--- src/rtl/kscc_pkg.sv ---
// Shared types, constants and register indexes of the knob setpoint controller.
`default_nettype none

package kscc_pkg;

   localparam int LEVEL_W  = 10;
   localparam int GAIN_W   = 4;
   localparam int COUNT_W  = 16;
   localparam int VALUE_W  = 13;
   localparam int CSR_W    = 16;
   localparam int CSR_A_W  = 2;

   localparam int REQ_DATA_W = 24;
   localparam int RSP_DATA_W = 16;

   localparam int QUEUE_DEPTH = 4;
   localparam int QPTR_W      = 2;
   localparam int QCNT_W      = 3;

   localparam logic [VALUE_W-1:0] VALUE_MAX = 13'h1FFF;

   localparam logic [LEVEL_W-1:0] INITIAL_LEVEL_RESET = 10'd550;
   localparam logic [LEVEL_W-1:0] MAX_LEVEL_RESET     = 10'd1023;
   localparam logic [GAIN_W-1:0]  OUTPUT_GAIN_RESET   = 4'd2;
   localparam logic [COUNT_W-1:0] FORWARD_STEP_RESET  = 16'd4;

   localparam logic FUNC_TICK    = 1'b0;
   localparam logic FUNC_ENCODER = 1'b1;

   localparam logic KIND_DRIVE = 1'b0;
   localparam logic KIND_SAVE  = 1'b1;

   typedef enum logic [CSR_A_W-1:0] {
      CSR_INITIAL_LEVEL = 2'd0,
      CSR_MAX_LEVEL     = 2'd1,
      CSR_OUTPUT_GAIN   = 2'd2,
      CSR_FORWARD_STEP  = 2'd3
   } csr_index_type;

   typedef struct packed {
      logic [LEVEL_W-1:0] initial_level;
      logic [LEVEL_W-1:0] max_level;
      logic [GAIN_W-1:0]  output_gain;
      logic [COUNT_W-1:0] forward_step;
   } cfg_type;

   typedef struct packed {
      logic press;
      logic release_evt;
   } btn_evt_type;

   typedef struct packed {
      logic               kind;
      logic [VALUE_W-1:0] value;
      logic               last;
   } rsp_type;

endpackage

`default_nettype wire

--- src/rtl/kscc_csr.sv ---
// Configuration registers of the knob setpoint controller.
`default_nettype none

module kscc_csr
   import kscc_pkg::*;
(
   input  wire logic               clock,
   input  wire logic               reset,
   input  wire logic               csr_we,
   input  wire logic [CSR_A_W-1:0] csr_addr,
   input  wire logic [CSR_W-1:0]   csr_wdata,
   output cfg_type                 cfg
);

   cfg_type cfg_ff;
   cfg_type cfg_in;

   always_comb begin
      cfg_in = cfg_ff;
      if (csr_we) begin
         unique case (csr_index_type'(csr_addr))
            CSR_INITIAL_LEVEL: cfg_in.initial_level = csr_wdata[LEVEL_W-1:0];
            CSR_MAX_LEVEL:     cfg_in.max_level     = csr_wdata[LEVEL_W-1:0];
            CSR_OUTPUT_GAIN:   cfg_in.output_gain   = csr_wdata[GAIN_W-1:0];
            CSR_FORWARD_STEP:  cfg_in.forward_step  = csr_wdata[COUNT_W-1:0];
            default:           cfg_in = cfg_ff;
         endcase
      end
   end

   always_ff @(posedge clock) begin
      if (reset) begin
         cfg_ff.initial_level <= INITIAL_LEVEL_RESET;
         cfg_ff.max_level     <= MAX_LEVEL_RESET;
         cfg_ff.output_gain   <= OUTPUT_GAIN_RESET;
         cfg_ff.forward_step  <= FORWARD_STEP_RESET;
      end else begin
         cfg_ff <= cfg_in;
      end
   end

   assign cfg = cfg_ff;

endmodule

`default_nettype wire

--- src/rtl/kscc_debounce.sv ---
// Sample history, debounced level and press/release detection for one button.
`default_nettype none

module kscc_debounce
   import kscc_pkg::*;
#(
   parameter int HISTORY_BITS = 8
) (
   input  wire logic  clock,
   input  wire logic  reset,
   input  wire logic  sample_en,
   input  wire logic  pin,
   output btn_evt_type evt
);

   logic [HISTORY_BITS-1:0] hist_ff, hist_in;
   logic                    stable_ff, stable_in;
   logic                    held_ff, held_in;

   always_comb begin
      hist_in   = hist_ff;
      stable_in = stable_ff;
      held_in   = held_ff;
      evt       = '0;
      if (sample_en) begin
         hist_in = {hist_ff[HISTORY_BITS-2:0], pin};
         if (hist_in == '0) begin
            stable_in = 1'b0;
         end else if (hist_in == '1) begin
            stable_in = 1'b1;
         end
         // A low debounced level is a held button; edges of the mark are the events.
         evt.press       = !stable_in && !held_ff;
         evt.release_evt = stable_in && held_ff;
         held_in         = !stable_in;
      end
   end

   always_ff @(posedge clock) begin
      if (reset) begin
         hist_ff   <= '1;
         stable_ff <= 1'b1;
         held_ff   <= 1'b0;
      end else begin
         hist_ff   <= hist_in;
         stable_ff <= stable_in;
         held_ff   <= held_in;
      end
   end

endmodule

`default_nettype wire

--- src/rtl/kscc_rsp_queue.sv ---
// Four-entry result queue taking up to two results a cycle and giving one.
`default_nettype none

module kscc_rsp_queue
   import kscc_pkg::*;
(
   input  wire logic       clock,
   input  wire logic       reset,
   input  wire logic [1:0] push_cnt,
   input  wire rsp_type    push_a,
   input  wire rsp_type    push_b,
   output logic            room,
   output logic            rsp_tvalid,
   input  wire logic       rsp_tready,
   output rsp_type         rsp_head
);

   rsp_type             mem_ff [QUEUE_DEPTH];
   logic [QPTR_W-1:0]   wr_ff, wr_in, rd_ff, rd_in;
   logic [QCNT_W-1:0]   cnt_ff, cnt_in;
   logic                pop;
   logic [QPTR_W-1:0]   wr_next;

   assign rsp_tvalid = (cnt_ff != '0);
   assign rsp_head   = mem_ff[rd_ff];
   assign pop        = rsp_tvalid && rsp_tready;
   // Room for a full pair of results, whatever leaves this cycle.
   assign room       = (cnt_ff <= QCNT_W'(QUEUE_DEPTH - 2));
   assign wr_next    = wr_ff + QPTR_W'(1);

   always_comb begin
      wr_in  = wr_ff + QPTR_W'(push_cnt);
      rd_in  = rd_ff + QPTR_W'(pop);
      cnt_in = cnt_ff + QCNT_W'(push_cnt) - QCNT_W'(pop);
   end

   always_ff @(posedge clock) begin
      if (push_cnt != 2'd0) begin
         mem_ff[wr_ff] <= push_a;
      end
      if (push_cnt == 2'd2) begin
         mem_ff[wr_next] <= push_b;
      end
   end

   always_ff @(posedge clock) begin
      if (reset) begin
         wr_ff  <= '0;
         rd_ff  <= '0;
         cnt_ff <= '0;
      end else begin
         wr_ff  <= wr_in;
         rd_ff  <= rd_in;
         cnt_ff <= cnt_in;
      end
   end

endmodule

`default_nettype wire

--- src/rtl/knob_setpoint_controller_core.sv ---
// Top level of the knob setpoint controller: input register, item logic and result queue.
`default_nettype none

// An item is taken into an input register, worked on once the result queue has room by
// combinational logic (debounce, mode and level update, one 10 by 4 bit multiply)
// and its zero, one or two results are written into a four-entry result queue.
// The block accepts one item per cycle while the queue holds two results or fewer;
// the result port gives one result per cycle while rsp_tready is high, so items that each
// cause two results fill the queue and are held back even when results are drained at
// full speed. An accepted item passes the input register and the result queue before
// its first result shows on the port. The setpoint level starts at 550 after reset;
// writing initial_level later does not move it.
module knob_setpoint_controller_core
   import kscc_pkg::*;
#(
   parameter int HISTORY_BITS = 8
) (
   input  wire logic                  clock,
   input  wire logic                  reset,
   // req_tdata: pin_zero [0], pin_one [1], encoder_count [17:2], zero fill
   input  wire logic                  req_tvalid,
   output logic                       req_tready,
   input  wire logic [REQ_DATA_W-1:0] req_tdata,
   // req_tuser: func [0]
   input  wire logic                  req_tuser,
   output logic                       rsp_tvalid,
   input  wire logic                  rsp_tready,
   // rsp_tdata: value [12:0], zero fill
   output logic [RSP_DATA_W-1:0]      rsp_tdata,
   // rsp_tuser: kind [0]
   output logic                       rsp_tuser,
   output logic                       rsp_tlast,
   input  wire logic                  csr_we,
   input  wire logic [CSR_A_W-1:0]    csr_addr,
   input  wire logic [CSR_W-1:0]      csr_wdata
);

   function automatic logic [VALUE_W-1:0] drive_value(input logic [LEVEL_W-1:0] lvl,
                                                      input logic [GAIN_W-1:0]  gain);
      logic [LEVEL_W+GAIN_W-1:0] prod;
      prod = {{GAIN_W{1'b0}}, lvl} * {{LEVEL_W{1'b0}}, gain};
      if (prod > {1'b0, VALUE_MAX}) begin
         return VALUE_MAX;
      end
      return prod[VALUE_W-1:0];
   endfunction

   cfg_type cfg;

   logic               in_valid_ff, in_valid_in;
   logic               func_ff;
   logic               pin0_ff, pin1_ff;
   logic [COUNT_W-1:0] count_ff;

   logic               adjust_ff, adjust_in;
   logic [LEVEL_W-1:0] level_ff, level_in;
   logic [COUNT_W-1:0] last_count_ff, last_count_in;

   logic               room;
   logic               fire;
   logic               tick_en;
   btn_evt_type        evt0, evt1;

   logic               emit0, emit1;
   rsp_type            res0, res1;
   logic [1:0]         push_cnt;
   rsp_type            push_a, push_b, rsp_head;

   logic [COUNT_W-1:0] diff;
   logic [LEVEL_W:0]   level_up, level_dn;

   assign fire       = in_valid_ff && room;
   assign req_tready = !in_valid_ff || fire;
   assign tick_en    = fire && (func_ff == FUNC_TICK);

   kscc_csr u_csr (
      .clock     (clock),
      .reset     (reset),
      .csr_we    (csr_we),
      .csr_addr  (csr_addr),
      .csr_wdata (csr_wdata),
      .cfg       (cfg)
   );

   kscc_debounce #(.HISTORY_BITS(HISTORY_BITS)) u_btn0 (
      .clock     (clock),
      .reset     (reset),
      .sample_en (tick_en),
      .pin       (pin0_ff),
      .evt       (evt0)
   );

   kscc_debounce #(.HISTORY_BITS(HISTORY_BITS)) u_btn1 (
      .clock     (clock),
      .reset     (reset),
      .sample_en (tick_en),
      .pin       (pin1_ff),
      .evt       (evt1)
   );

   assign diff     = count_ff - last_count_ff;
   assign level_up = {1'b0, level_ff} + (LEVEL_W+1)'(1);
   assign level_dn = {1'b0, level_ff} - (LEVEL_W+1)'(1);

   always_comb begin
      adjust_in     = adjust_ff;
      level_in      = level_ff;
      last_count_in = last_count_ff;
      emit0         = 1'b0;
      emit1         = 1'b0;
      res0          = '0;
      res1          = '0;
      if (fire) begin
         if (func_ff == FUNC_TICK) begin
            // Button 0 gives a drive command, button 1 a possible save request.
            emit0      = evt0.press || evt0.release_evt;
            res0.kind  = KIND_DRIVE;
            res0.value = evt0.press ? drive_value(level_ff, cfg.output_gain) : '0;
            if (evt1.press) begin
               emit1      = adjust_ff;
               res1.kind  = KIND_SAVE;
               res1.value = {{(VALUE_W-LEVEL_W){1'b0}}, level_ff};
               adjust_in  = !adjust_ff;
            end
         end else begin
            last_count_in = count_ff;
            if (adjust_ff) begin
               if (diff == cfg.forward_step) begin
                  if (level_up <= {1'b0, cfg.max_level}) begin
                     level_in = level_up[LEVEL_W-1:0];
                  end
               end else if (level_ff != '0 && level_dn <= {1'b0, cfg.max_level}) begin
                  level_in = level_dn[LEVEL_W-1:0];
               end
               emit0      = 1'b1;
               res0.kind  = KIND_DRIVE;
               res0.value = drive_value(level_in, cfg.output_gain);
            end
         end
      end
   end

   always_comb begin
      push_a = res0;
      push_b = res1;
      push_b.last = 1'b1;
      if (emit0 && emit1) begin
         push_cnt    = 2'd2;
         push_a.last = 1'b0;
      end else if (emit0) begin
         push_cnt    = 2'd1;
         push_a.last = 1'b1;
      end else if (emit1) begin
         push_cnt    = 2'd1;
         push_a      = res1;
         push_a.last = 1'b1;
      end else begin
         push_cnt    = 2'd0;
      end
   end

   kscc_rsp_queue u_queue (
      .clock      (clock),
      .reset      (reset),
      .push_cnt   (push_cnt),
      .push_a     (push_a),
      .push_b     (push_b),
      .room       (room),
      .rsp_tvalid (rsp_tvalid),
      .rsp_tready (rsp_tready),
      .rsp_head   (rsp_head)
   );

   assign rsp_tdata = {{(RSP_DATA_W-VALUE_W){1'b0}}, rsp_head.value};
   assign rsp_tuser = rsp_head.kind;
   assign rsp_tlast = rsp_head.last;

   always_comb begin
      in_valid_in = in_valid_ff;
      if (req_tready) begin
         in_valid_in = req_tvalid;
      end
   end

   always_ff @(posedge clock) begin
      if (req_tvalid && req_tready) begin
         func_ff  <= req_tuser;
         pin0_ff  <= req_tdata[0];
         pin1_ff  <= req_tdata[1];
         count_ff <= req_tdata[COUNT_W+1:2];
      end
   end

   always_ff @(posedge clock) begin
      if (reset) begin
         in_valid_ff   <= 1'b0;
         adjust_ff     <= 1'b0;
         level_ff      <= INITIAL_LEVEL_RESET;
         last_count_ff <= '0;
      end else begin
         in_valid_ff   <= in_valid_in;
         adjust_ff     <= adjust_in;
         level_ff      <= level_in;
         last_count_ff <= last_count_in;
      end
   end

endmodule

`default_nettype wire

--- config.mk ---
export PLATFORM = sky130hd
export DESIGN_NAME = knob_setpoint_controller_core
export DESIGN_NICKNAME = d
export VERILOG_FILES = /design/src/rtl/kscc_pkg.sv /design/src/rtl/kscc_csr.sv /design/src/rtl/kscc_debounce.sv /design/src/rtl/kscc_rsp_queue.sv /design/src/rtl/knob_setpoint_controller_core.sv
export SDC_FILE = /design/constraint.sdc
export NUM_CORES = 1
export LEC_CHECK = 0
export ABC_AREA = 1
export ABC_CLOCK_PERIOD_IN_PS = 8800
export BUFFER_PORTS_ARGS = -buffer_cell sky130_fd_sc_hd__buf_2
export CAP_MARGIN = 10
export CELL_PAD_IN_SITES_DETAIL_PLACEMENT = 1
export CELL_PAD_IN_SITES_GLOBAL_PLACEMENT = 1
export CORE_UTILIZATION = 46
export CTS_BUF_LIST = sky130_fd_sc_hd__clkbuf_4 sky130_fd_sc_hd__clkbuf_8 sky130_fd_sc_hd__clkbuf_16
export CTS_CLUSTER_SIZE = 16
export DETAILED_ROUTE_END_ITERATION = 10
export HOLD_SLACK_MARGIN = 0.06
export MAX_ROUTING_LAYER = met4
export PLACE_DENSITY = 0.9
export SKIP_CTS_REPAIR_TIMING = 1
export SYNTH_ARGS = -nofsm -noshare
export SYNTH_HDL_FRONTEND = slang
export SYNTH_HIERARCHICAL = 1
export SYNTH_SLANG_ARGS = --single-unit
export TNS_END_PERCENT = 5
--- constraint.sdc ---
create_clock -name clock -period 8.8 [get_ports clock]
set_clock_uncertainty 0.15 [all_clocks]
set_input_delay 0 -clock clock [delete_from_list [all_inputs] [get_ports clock]]
set_output_delay 0 -clock clock [all_outputs]
set_load 0.03 [all_outputs]
# Word-level counts from Yosys, hierarchy flattened

Memory sizes are Yosys's and may differ from the RTL's. A register that Yosys moved wholly into a read port is not among the register bits.
Index checks and enable logic that the tools add are counted.

Memories kept: 1
Register bits after elaboration: 102
Memory bits (writable): 60

Multiply operators: 2
Equality and inequality tests: 7
Bitwise logic cells: 1
$add $sub $neg: 8
Order comparisons: 5
Reductions and logical operators: 29
Muxes and demuxes: 51

Memory list:

| name           | depth | width | read ports | clocked after memory_dff | write ports | RTL line             | text |
|---|---|---|---|---|---|---|---|
| u_queue.mem_ff | 4     | 15    | 1          | 1                        | 2           | kscc_rsp_queue.sv:18 | `rsp_type mem_ff [QUEUE_DEPTH];` |

Operator list:

| kind                    | count |
|---|---|
| $mux W13                | 8 |
| $mux W14                | 5 |
| $mux W10                | 6 |
| $gt A14 B13 Y1 const B  | 2 |
| $mul A10 B4 Y14         | 2 |
| $mux W1                 | 27 |
| $le A11 B10 Y1          | 2 |
| $eq A16 B16 Y1          | 1 |
| $eq A8 B8 Y1 const B    | 2 |
| $logic_not A8 Y1        | 2 |
| $sub A16 B16 Y16        | 1 |
| $mux W15                | 1 |
| $add A10 B1 Y11 const B | 1 |
| $sub A10 B1 Y11 const B | 1 |
| $logic_and A1 B1 Y1     | 10 |
| $reduce_bool A10 Y1     | 1 |
| $mux W2                 | 4 |
| $reduce_and A2 Y1       | 4 |
| $eq A2 B2 Y1 const B    | 3 |
| $logic_not A1 Y1        | 6 |
| $reduce_and A3 Y1       | 2 |
| $add A3 B2 Y3           | 1 |
| $le A3 B2 Y1 const B    | 1 |
| $reduce_bool A3 Y1      | 1 |
| other kinds (8)         | 9 |

# Logic depth before layout (Yosys ltp)

Gate-level depths: netlist of the first run.

Word-level depth: 21
Mapped depth: 42
Mapped depth without buffers: 41

# Modules after synthesis

Netlist of the first run, hierarchy kept.

By module, submodules not included:

| module                        | sequential area each (sq um) | cells each | instances | area an instance (sq um) |
|---|---|---|---|---|
| knob_setpoint_controller_core | 1131.1                       | 1046       | 1         | 6882.9 |
| kscc_rsp_queue                | 1941.9                       | 349        | 1         | 3429.5 |
| kscc_csr                      | 800.8                        | 230        | 1         | 1634.1 |
| kscc_debounce                 | 180.2                        | 61         | 2         | 411.6 |

# Worst setup path after synthesis of the first run

No wires, ideal clock.

Path kind: register to register
From: reg level_ff[1]
To: mem u_queue/mem_ff[2][3] in the netlist's numbering (data pin)
Stages on the path, launching flop included: 39
Library setup time: 0.256 ns
Path buffers: 3
Arrival: 5.716 ns
Data required time: 8.394 ns
Slack: 2.678 ns
Period minus slack after synthesis: 6.122 ns
Cell sequence: dfxtp_1 buf_4 inv_1 ha_1 nand2_1 nor2_1 nand2_1 xor2_1 inv_1 ha_1 nand2_1 o21ai_0 a21oi_4 nand2_4 nand2_2 buf_6 nor2_1 o21ai_2 [... 3 more ...] fa_1 inv_1 fa_1 inv_1 ha_1 a21oi_1 o211ai_1 a31oi_1 o21ai_1 xnor2_1 buf_4 nand2_1 nand2_1 nand2_1 nand2_1 o21ai_0 nand2_1 o21ai_2

RTL lines:

| item                     | RTL line                             | text |
|---|---|---|
| start: declaration       | knob_setpoint_controller_core.sv:56  | `logic [LEVEL_W-1:0] level_ff, level_in;` |
| start signal: assignment | knob_setpoint_controller_core.sv:203 | `level_ff <= level_in;` |
| end: declaration         | kscc_rsp_queue.sv:18                 |  |

==> results of run 1 <==
-- report_power, final --
group	total (uW)	leakage (uW)	internal (uW)	switching [uW]
Combinational	609	0.00480	198	411
Clock	833	0.000304	427	406
Sequential	875	0.00139	826	49.8
Total	2320	0.00649	1450	867
-- per-stage QoR --
stage	hold slack [ns]	utilization, %	worst slack (ns)
after floorplan	-0.0833	-	2.68
final	0.0754	52.9	0.949
after detailed placement	0.0283	48.6	1.41
after CTS	-0.450	51.0	1.19
after global routing	0.0891	52.9	0.450
after global placement	0.0263	48.6	1.59
-- layer usage --
metal,global-route usage [%],part of all wire (%),routed length (um),vias to the layer above
met4,9.59,3.1,1310,0
met2,51.7,52,22200,411
li1,-,-,-,5537
met5,-,0,0,-
met1,34.6,40,17300,5887
met3,3.96,4.6,1950,96
-- cells in the final DEF (no fill, tap or decap), types with 26 or more instances in the layout --
master / instances
a21oi_1: 97
buf_2: 58
dfxtp_1: 83
dlygate4sd3_1: 51
edfxtp_1: 79
fa_1: 34
ha_1: 76
inv_1: 252
nand2_1: 411
nand3_1: 55
nand4_1: 26
nor2_1: 175
o21ai_0: 107
o21ai_1: 45
o21ai_2: 31
xor2_1: 26
-- path summary, 6_finish.rpt --
path	from	to	slack (ns)	cells after the start
setup / recovery	level_ff[1]	u_queue/mem_ff[3][4]	0.95	36
hold / removal	req_tdata[8]	count_ff[6]	0.08	2
setup reg to reg	level_ff[1]	u_queue/mem_ff[3][4]	0.95	36
hold reg to reg	last_count_ff[11]	last_count_ff[11]	0.32	2
-- worst max-delay path: cells and delay by family, from the launching register on --
family          cells  cell delay, ns
simple gates       16            2.24
fa+ha+maj           5            2.09
compound gates      7            1.25
buf+inv             6            0.77
flops               1            0.57
xor+xnor            2            0.46
-- sequential cells by signal (all words and copies together) (netlist names), 2 cells and up --
register        flops
count_ff           16
u_btn1/hist_ff      7
u_queue/mem_ff     60
u_queue/cnt_ff      3
last_count_ff      16
u_btn0/hist_ff      7
level_ff           10
u_queue/wr_ff       2
u_queue/rd_ff       2
u_csr/cfg          30
-- cell type report --
type,instances,area [um^2],share of cell area [%]
multi-input cells,1201,6980,50.3
inverters,262,983,7.09
clock buffers,20,500,3.61
flip-flops and latches,162,4030,29.1
repair buffers,112,823,5.94
clock inverters,12,125,0.903
well taps,335,419,3.02
==> summary.txt, run 1 <==
Placed design
  – Port-buffer cells: 58
  – DPL Wire Length: 26.6 mm
  – Post-DP Area: 12700 um^2
  – Placed Cells: around 2000
  – Gpl congestion: roughly 0.98

STA
  – Setup tns final: 0 ns
  – Final Hold Vio Count: 0
  – Slew HR: 1.27%
  – Worst slew pin tran: 1.48 ns
  – Max-slew violations: 0
  – Final setup vio count: 0
  – Max Fclk: about 0.13 GHz
  – Final min period: between 7 and 8 ns
  – Unrepaired setup endpoints after global routing: false
  – Fin crit share: 89.2%

Detailed routing
  – Wire per inst: 20.3 um
  – DRC Markers: 9
  – Drt first-iter violations: 1041
  – WL final: 42.7 mm
  – Vias per std cell: 5.67
  – Routed vias: roughly 12000
  – Pre-antenna DRT Iters: 8
  – Post-route ant nets: 0

Clock network
  – Clock transition at the registers of the reported paths: 0.10 ns
  – TritonCTS clock tree: built
  – Worst-Skew Late Latency: roughly 0.49 ns
  – Num CTS Buffers: 17
  – H-tree Lvls: 4
  – Clk buf depth: 2
  – Clk root buf: clkbuf_16
  – Clock sink count: around 160

Power
  – Power per Cell Area: between 150 and 200 nW/um^2
  – LEAKAGE: 0.00649 uW
  – Pwr Total: around 2300 uW
  – Peak VDD IR: 85.4 uV

Cells and area
  – Share of layout cells above drive strength 1: 10.6%
  – Area growth, synth to finish: 12.2%
  – Non-filler cells, final: 2104
  – Final nets: 1914
  – Final instance area: 13900 um^2
  – # fillers: ~3300
  – N_diodes: 0

Status
  – Outcome: finished with violations
  – Failing checks: DRC

Floorplanning
  – Die height: roughly 170 um
  – Starting Density: 47.2%
  – IO Count: 68
  – Die area: between 20000 and 30000 um^2
  – Area of the core: 26200 um^2
  – Cell Rows: 59
  – Chip width: 166 um

Global route
  – GRT overflow: 0
  – Initial antenna violation count: 0
  – Largest net degree at the start of global routing: 39
  – Vias in the first global route: 12000
  – First-pass GRT wire length: 62.7 mm
  – Total track usage: 29.4%

Worst setup path
  – Endpoint type of the worst setup path: register
  – Worst EP arrival: 7.88 ns
  – Setup CP Type: reg2reg
  – Max incr delay on CP: 0.57 ns
  – Slowest stage cell, crit path: dfxtp_1
  – Most used cell, CP: nand2_1
  – Worst endpoint required time: 8.83 ns
  – Startpoint type of the worst setup path: register
  – Crit Path Max Fanout: 13

Logic synthesis
  – Syn Area/Cell: approximately 7.3 um^2
  – Cell Area, Synth: 12400 um^2
  – Cells after Synth: between 1500 and 2000
  – Synth warn: 6

Min path
  – Worst min path class: in2reg

Run
  – Max-cap violations: 0
No activity file was read; power rests on OpenSTA's default activity.
==> inputs of run 2 (changes only) <==
ABC_AREA = unset   (was 1)
CORE_UTILIZATION = 50   (was 46)
PLACE_DENSITY = 0.91   (was 0.9)
==> summary.txt, run 2 <==
Clock network
  – Clock sink count: 162
  – TritonCTS clock tree: built
  – Clock transition at the registers of the reported paths: 0.08 ns
  – Worst-Skew Late Latency: ~0.47 ns
  – Clk buf depth: 2
  – Num CTS Buffers: 17
  – Clk root buf: clkbuf_16
  – H-tree Lvls: 4

STA
  – Worst hold slack: 0.0937 ns
  – Slew HR: 21.9%
  – Worst slew pin tran: 1.17 ns
  – Fin crit share: 100%
  – Final setup vio count: 4
  – Max-slew violations: 0
  – Max Fclk: 0.113 GHz
  – Worst Slack Setup Final: -0.0205 ns
  – Final Hold Vio Count: 0
  – Final min period: between 8 and 9 ns

Cells and area
  – Area growth, synth to finish: 13.9%
  – N_diodes: 0
  – Final nets: 1572
  – Commonest non-fill, non-tap cell in the layout: nand2_1
  – Number of flip-flops in the largest register: 60
  – Final Util: 58.8%
  – Commonest cells after routing, fill and taps aside: 98 x nand2_1, 89 x inv_1, 83 x dfxtp_1
  – Share of layout cells above drive strength 1: 17.1%
  – Most flop-heavy register: u_queue/mem_ff

Min path
  – Hold depth: 2
  – Worst min path class: in2reg
  – Hold EP: count_ff[2]
  – Worst min-delay path startpoint: req_tdata[4]

Worst setup path
  – RR Endpoint: u_queue/mem_ff[0][7]
  – Worst endpoint required time: 8.85 ns
  – Reg-to-Reg Start: count_ff[7]
  – Setup CP Type: reg2reg
  – Endpoint type of the worst setup path: register
  – Register-to-Register Path Depth: 25
  – Max incr delay on CP: about 0.8 ns
  – Startpoint type of the worst setup path: register
  – Worst EP arrival: 8.87 ns
  – Reg2Reg Setup Slack: -0.02 ns
  – Crit Path Max Fanout: 11
  – Slowest stage cell, crit path: or4_1

Floorplanning
  – Chip width: 161 um
  – IO Count: 68
  – Starting Density: 51.7%
  – Cell Rows: 57
  – Area of the core: ~25000 um^2
  – Die area: 26100 um^2
  – Die height: 161 um

Detailed routing
  – WL final: 43.1 mm
  – Vias per std cell: approximately 6.4
  – Drt first-iter violations: 1060
  – Routed vias: approximately 11000
  – Post-route ant nets: 0
  – Wire per inst: roughly 25 um
  – DRC Markers: 0
  – Pre-antenna DRT Iters: 5

Logic synthesis
  – Cell Area, Synth: 12700 um^2
  – Cells after Synth: 1322
  – Syn Area/Cell: 9.61 um^2
  – Synth warn: 6

Status
  – Outcome: finished with violations
  – Failing checks: setup timing

Global route
  – Largest net degree at the start of global routing: 99
  – GRT overflow: 0
  – First-pass GRT wire length: ~63 mm
  – Initial antenna violation count: 0
  – Vias in the first global route: 11400
  – Total track usage: 32.1%

Power
  – LEAKAGE: 0.00606 uW
  – Peak VDD IR: 140 uV
  – Pwr Total: 2170 uW
  – Power per Cell Area: 150 nW/um^2

Placed design
  – Gpl congestion: 0.897
  – DPL Wire Length: 27.4 mm
  – Port-buffer cells: 58

Run
  – Max-cap violations: 0
run 2: how the worst max path moves through the flow:
stage	startpoint	endpoint	slack [ns]	cells past startpoint
after floorplan	level_ff[0]	u_queue/mem_ff[1][13]	1.02	33
after global placement	level_ff[0]	u_queue/mem_ff[0][1]	0.45	28
after detailed placement	level_ff[0]	u_queue/mem_ff[3][1]	0.008	28
after CTS	level_ff[0]	u_queue/mem_ff[3][1]	-0.19	30
after global routing	level_ff[0]	u_queue/mem_ff[3][2]	-0.28	29
final	count_ff[7]	u_queue/mem_ff[0][7]	-0.02	25
run 2: layout make-up:
type / instances / area (um^2)
inverters: 89 / 334
well taps: 324 / 405
fillers: 2749 / 10100
clock buffers: 21 / 485
repair buffers: 135 / 993
multi-input cells: 1009 / 8110
clock inverters: 11 / 115
flip-flops and latches: 162 / 4030
run 2: critical path: cells and delay by family (launching register included):
family | cells | cell delay (ns)
AOI/OAI and AO/OA | 12 | 3.58
DFF | 1 | 0.42
muxes | 2 | 0.68
xor gates and xnor gates | 1 | 0.20
buffers and inverters | 2 | 0.27
adders and majority gates | 4 | 1.96
and+or+nand+nor | 4 | 1.30
run 2: where the power goes:
group | switching [uW] | internal, uW | leakage [uW]
logic | 301 | 208 | 0.00442
clock network | 364 | 431 | 0.000292
registers | 44.2 | 821 | 0.00135
total | 709 | 1460 | 0.00606
run 2: per-layer routing:
metal / track usage, % / part of all wire [%] / vias to the layer above
li1: - / - / 4869
met1: 37.9 / 40 / 5605
met2: 55.6 / 50 / 547
met3: 4.06 / 6.3 / 142
met4: 11.9 / 3.9 / 0
met5: - / 0 / -
run 2: through the flow:
| stage | std cells | setup TNS (ns) | area [um^2] | setup slack, ns |
|---|---|---|---|---|
| final | 1751 | -0.0549 | 14500 | -0.0205 |
| after global routing | 1751 | -8.15 | 14500 | -0.284 |
| after CTS | 1700 | -1.97 | 13900 | -0.190 |
| after detailed placement | 1668 | 0 | 13300 | 0.00826 |
| after global placement | 1668 | 0 | 13300 | 0.449 |
| after floorplan | 1339 | 0 | 12800 | 1.02 |
